**src/sv/qbz_pkg.sv**
```systemverilog
// Shared types and constants for the quadratic Bezier point sampler.
// No dependencies; imported by every module of the block.
`default_nettype none

package qbz_pkg;

    // Configuration register and fixed-point formats
    localparam int STEP_BITS = 7;            // step_count register width
    localparam logic [STEP_BITS-1:0] STEP_RESET = 7'd11;
    localparam int T_BITS    = 16;           // t is unsigned Q0.16
    localparam int Q_BITS    = T_BITS + 1;   // holds 1.0 in Q0.16
    localparam int W_BITS    = 2 * T_BITS;   // Q0.32 blend weights
    localparam int CNT_BITS  = 5;            // reciprocal step counter, Q_BITS steps

    // Controller -> datapath
    typedef struct packed {
        logic div_start;  // recompute the per-point t increment
        logic load;       // capture a new curve, rewind point counter
        logic issue;      // launch the current point into the pipeline
    } qbz_cmd_t;

    // Datapath -> controller
    typedef struct packed {
        logic advance;    // pipeline moves this cycle
        logic div_busy;   // increment unit still working
        logic at_last;    // current point is the end anchor
    } qbz_stat_t;

endpackage

`default_nettype wire

```
**src/sv/qbz_ctrl.sv**
```systemverilog
// Controller FSM: increment setup after reset or config write, curve
// acceptance, and point issue. Uses qbz_pkg.
`default_nettype none

module qbz_ctrl (
    input  wire logic                clk,
    input  wire logic                rst_n,
    input  wire logic                cfg_write,
    input  wire logic                in_valid,
    output logic                     in_stall,
    output qbz_pkg::qbz_cmd_t        cmd,
    input  wire qbz_pkg::qbz_stat_t  stat
);
    import qbz_pkg::*;

    typedef enum logic [3:0] {
        ST_START = 4'b0001,
        ST_DIV   = 4'b0010,
        ST_IDLE  = 4'b0100,
        ST_RUN   = 4'b1000
    } qbz_state_t;

    qbz_state_t state_reg, state_next;
    logic       issue;
    logic       accept;
    logic       can_take;

    assign issue    = (state_reg == ST_RUN) && stat.advance;
    // next curve may enter as the current end anchor is issued
    assign can_take = (state_reg == ST_IDLE) || (issue && stat.at_last);
    assign in_stall = !can_take;
    assign accept   = in_valid && can_take;

    always_comb
    begin
        state_next = state_reg;
        case (state_reg)
            ST_START: state_next = ST_DIV;
            ST_DIV:
            begin
                if (!stat.div_busy)
                    state_next = ST_IDLE;
            end
            ST_IDLE:
            begin
                if (accept)
                    state_next = ST_RUN;
            end
            ST_RUN:
            begin
                if (issue && stat.at_last && !accept)
                    state_next = ST_IDLE;
            end
            default: state_next = ST_START;
        endcase
        if (cfg_write)
            state_next = ST_START;
    end

    always_ff @(posedge clk or negedge rst_n)
    begin
        if (!rst_n)
            state_reg <= ST_START;
        else
            state_reg <= state_next;
    end

    assign cmd.div_start = (state_reg == ST_START);
    assign cmd.load      = accept;
    assign cmd.issue     = issue;

    a_load_ready: assert property (@(posedge clk) disable iff (!rst_n)
        cmd.load |-> !stat.div_busy)
        else $error("curve taken before step setup finished");

    a_run_ends: assert property (@(posedge clk) disable iff (!rst_n)
        (cmd.issue && stat.at_last && !cmd.load && !cfg_write) |=> state_reg == ST_IDLE)
        else $error("run did not end after end anchor");

endmodule

`default_nettype wire
```
**config.mk**
```make
export PLATFORM = sky130hd
export DESIGN_NAME = qbz_ctrl
export DESIGN_NICKNAME = d
export VERILOG_FILES = /design/src/sv/qbz_pkg.sv /design/src/sv/qbz_ctrl.sv
export SDC_FILE = /design/constraint.sdc
export NUM_CORES = 1
export LEC_CHECK = 0
export ABC_CLOCK_PERIOD_IN_PS = 1600
export BUFFER_PORTS_ARGS = -buffer_cell sky130_fd_sc_hd__buf_2
export CAP_MARGIN = 20
export CORE_AREA = 4 4 41 43
export CTS_BUF_LIST = sky130_fd_sc_hd__clkbuf_16
export CTS_CLUSTER_DIAMETER = 80
export DETAILED_ROUTE_END_ITERATION = 7
export DIE_AREA = 0 0 45 47
export HOLD_SLACK_MARGIN = 0.03
export PLACE_DENSITY_LB_ADDON = 0.05
export SLEW_MARGIN = 20
export SYNTH_ARGS = -nofsm -noshare
export SYNTH_HDL_FRONTEND = slang
export SYNTH_SLANG_ARGS = --single-unit
```
**constraint.sdc**
```tcl
create_clock -name clk -period 1.6 [get_ports clk]
set_input_delay 0.4 -clock clk [delete_from_list [all_inputs] [get_ports clk]]
set_output_delay 0.4 -clock clk [all_outputs]
set_load 0.03 [all_outputs]
```
== Word-level counts from Yosys, hierarchy flattened ==
Index checks and enable logic that the tools add are counted.

* Flip-flop bits (word level): 4
* Logic and storage cells: 21

* Equality and inequality tests: 7
* Reduce and logical (&&, ||, !) cells: 8
* Mux-type cells: 5

{| class="wikitable"
|+ Operators with widths
! kind !! count
|-
| $mux 4 || 4
|-
| $pmux 4 s4 || 1
|-
| $ne 3x3->1 const B || 2
|-
| $eq 4x1->1 const B || 1
|-
| $eq 4x2->1 const B || 1
|-
| $eq 4x3->1 const B || 1
|-
| $eq 4x4->1 const B || 1
|-
| $logic_and 1x1->1 || 4
|-
| $ne 3x2->1 const B || 1
|-
| $reduce_and 3->1 || 1
|-
| $logic_not 1->1 || 2
|-
| $logic_or 1x1->1 || 1
|}

== Longest topological paths before layout ==
* Word-level depth: 10
* Depth in mapped cells: 5
* Gate-level depth less buffers: 3

== Least setup slack after synthesis ==
Ideal clock, no wire load.

* Path kind: register to output
* Start: reg state_reg[0]
* End: out cmd[2] (netlist bit)
* Slack: -0.112 ns
* Required time: 1.200 ns
* Stages on the path, launching flop included: 3
* Buffers on the path: 0
* Data arrival time: 1.312 ns
* Path through: dfstp_2 -> nand2b_1 -> nor3_1

{| class="wikitable"
|+ RTL lines
! element !! RTL line !! source
|-
| from (decl) || qbz_ctrl.sv:23 || <nowiki>qbz_state_t state_reg, state_next;</nowiki>
|-
| from (signal assigned) || qbz_ctrl.sv:65 || <nowiki>state_reg <= state_next;</nowiki>
|-
| to (decl) || qbz_ctrl.sv:11 || <nowiki>output qbz_pkg::qbz_cmd_t cmd,</nowiki>
|}

==> out/metrics.cfg <==
[outcome]
status = finished, violations left
violations = setup timing

[pwr]
combinationalPowerShare = 0.172
power_density_nw_per_um2 = 1178
peakVddDrop_uv = 1010
sw_frac_of_total = 0.2172
intPower_uw = 493.7
pwr-share-seq = 0.210
power_switching_uw = 137.0
clkPwrFrac = 0.618
leakage_uw = 0.0002445

[global_routing]
antenna_found_initial = 0
grt_max_degree = 8
grt_pass1_vias = 314
grt_usage = 0.08485
overflow = 0
grt_pass1_wl_mm = 1.255

[timing]
grt_setup_unrepaired = true
tns_ps = -48.01
hold_viol = 0
finalCritPeriodShare = 1.030
skew_ps = 5.560
relSlewSlack = 0.7828
tightestPinTransition_ps = 325.0
holdWs_ps = 399.0
fmax_ghz = 0.6068
finalWorstSetupSlack_ps = -48.01
drv_slew = 0
setup-violations-final = 1
min_period_ps = 1648

[die]
die_x_um = 45
dieArea_um2 = 2115
core_area_um2 = 1301
start_util = 0.2394
die-height_um = 47
rows = 13
pin_count = 11

[job]
cap_violations = 0

[clocking]
path_clk_slew_ps = 30
cts-htree-levels = 1
clkSinkCount = 4
clock_path_buffers = 2
root_buffer = clkbuf_16
worstSkewPairLatency_ps = 220
cts_buffers = 3
cts_tree = built

[critical_path]
cp-end-kind = output port
crit_fanout = 3
critical-path-top-delay-family = flip-flops
max_stage_delay_ps = 400
critPathSlowestCell = dfrtp_1
crit_required_ps = 1200
cp.arrival_ps = 1250
worstSetupStartpointType = register
path_cells = nor2b_4 -> a31oi_2 -> and3b_1 -> buf_6
worstSetupPathType = reg -> out
cp_num_buf_inv = 1

[yosys]
synth_cell_types = 24
synth_area_per_cell_um2 = 9.163
synthAdderAreaFrac = 0
synth_area_um2 = 311.5
synth-xor-area-share = 0
synth-seq-area-share = 0.3253
mappedNetlistNets = 41
synth-simple-area-share = 0.3213
synthMuxAreaShare = 0.03614
postSynthCellCount = 34
synth_top_family_by_area = simple AND/OR/NAND/NOR gates
synth_compound_area_frac = 0.2209
ys_seq_elements = 4
yosysWarnings = 0

[detailed_routing]
drt_wl_total_um = 771
vias = 316
dr.pass1.iters = 1
drcViolationCount = 0
wl_per_cell_um = 11.86
drtIter0Drc = 0
final_antenna_net_count = 0
vias_per_cell = 4.862

[placement]
globalplace.congestion = 0.7528
io_buffers = 10
pre_cts_ws_ps = 17.28
hpwl_um = 592

[cells_and_area]
area_growth_pct = 71.89
drive_gt1_frac = 0.5600
largest_reg_flops = 4
n_antenna_cell = 0
fillers = 135
fin_nets = 58

[hold_path]
hp-class = in -> reg

## cells in the mapped netlist
library cell	n	share of area
and3b_1	1	0.028
dfrtp_1	3	0.24
nor2b_1	3	0.060
o311a_1	1	0.032
nand2_1	1	0.012
mux2_2	1	0.036
nor2_1	2	0.024
nand3b_1	1	0.024
a21boi_1	1	0.024
a2111oi_1	1	0.032
nor2b_4	1	0.044
inv_1	1	0.012
a31oi_1	1	0.020
buf_4	2	0.048
nand3_1	1	0.016
a32o_1	1	0.032
o21ai_0	2	0.032
o21bai_1	1	0.024
and3_2	1	0.024
dfstp_2	1	0.084
nand2b_1	2	0.040
o211ai_1	1	0.024
buf_6	1	0.036
nor3_1	3	0.048
## final cells by class
type / count / area (um2) / area share
tap: 15 / 18.77 / 0.03505
timing repair buffer: 15 / 115.1 / 0.2150
sequential: 4 / 103.9 / 0.1939
clock buffer: 3 / 75.07 / 0.1402
multi-input combinational: 26 / 215.2 / 0.4019
inverter: 1 / 3.754 / 0.007009
clock inverter: 1 / 3.754 / 0.007009
## kinds of logic (layout without fill, tap and decap cells)
logic type	count (synthesis)	count (layout)
flops	4	4
compound gates	9	9
buf+inv	4	20
simple gates	16	16
mux	1	1
## cells in the final DEF (no fill, tap or decap), drive strengths merged, types with 2 or more instances in the layout
master / synthesis / layout
buf: 3 / 14
nor2b: 4 / 4
clkbuf: 0 / 3
nor3: 3 / 3
dfrtp: 3 / 3
inv: 1 / 2
o21ai: 2 / 2
nand2b: 2 / 2
nor2: 2 / 2
## stage by stage
stage,area (um2),utilization,instances,power [uW]
after detailed placement,374.1,0.2875,58,204.6
final,535.5,0.4115,65,630.7
after global routing,535.5,0.4115,65,660.2
after floorplan,316.6,-,34,176.3
after CTS,505.5,0.3885,65,618.7
after global placement,374.1,0.2875,58,203.0
## what timing repair did
item / in CTS / in global routing
setup endpoints to repair: 4 / 4
endpoints found under the hold margin: 3 / 0
resized for setup: 9 / 7
setup buffers: 2 / 0
pin swaps: 1 / 0
hold buffers: 1 / 0
## final timing paths
| path | startpoint | end | slack, ps | depth (start not counted) |
|---|---|---|---|---|
| min in group asynchronous | rst_n | state_reg[2] | 510 | 2 |
| hold reg to reg | state_reg[0] | state_reg[1] | 580 | 2 |
| hold / removal | cfg_write | state_reg[1] | 400 | 2 |
| setup reg to reg | state_reg[3] | state_reg[0] | 350 | 4 |
| max in group asynchronous | rst_n | state_reg[0] | 880 | 2 |
| setup / recovery | state_reg[2] | cmd[1] | -50 | 4 |
## per-layer routing
layer,global-route usage,wire length [um]
met3,0.04981,52
met5,0,0
met4,0.01754,0
met1,0.09655,333
met2,0.1384,384
## power by group through the flow
| stage | clock network, uW | logic (uW) | registers (uW) |
|---|---|---|---|
| 2_1_floorplan | 0 | 51.7 | 125 |
| 3_3_place_gp | 0 | 75.8 | 127 |
| 3_5_place_dp | 0 | 76.7 | 128 |
| 4_1_cts | 394 | 97.1 | 127 |
| 5_1_grt | 406 | 120 | 135 |
| 6_report | 389 | 109 | 133 |
## worst register-to-register path, cell delays in order, from the launching register on
cell	delay (ps)
dfrtp_2	430
buf_4	170
nor2b_1	150
o311a_1	290
o21bai_1	130
Note: power is estimated with default switching activity, not from simulation.
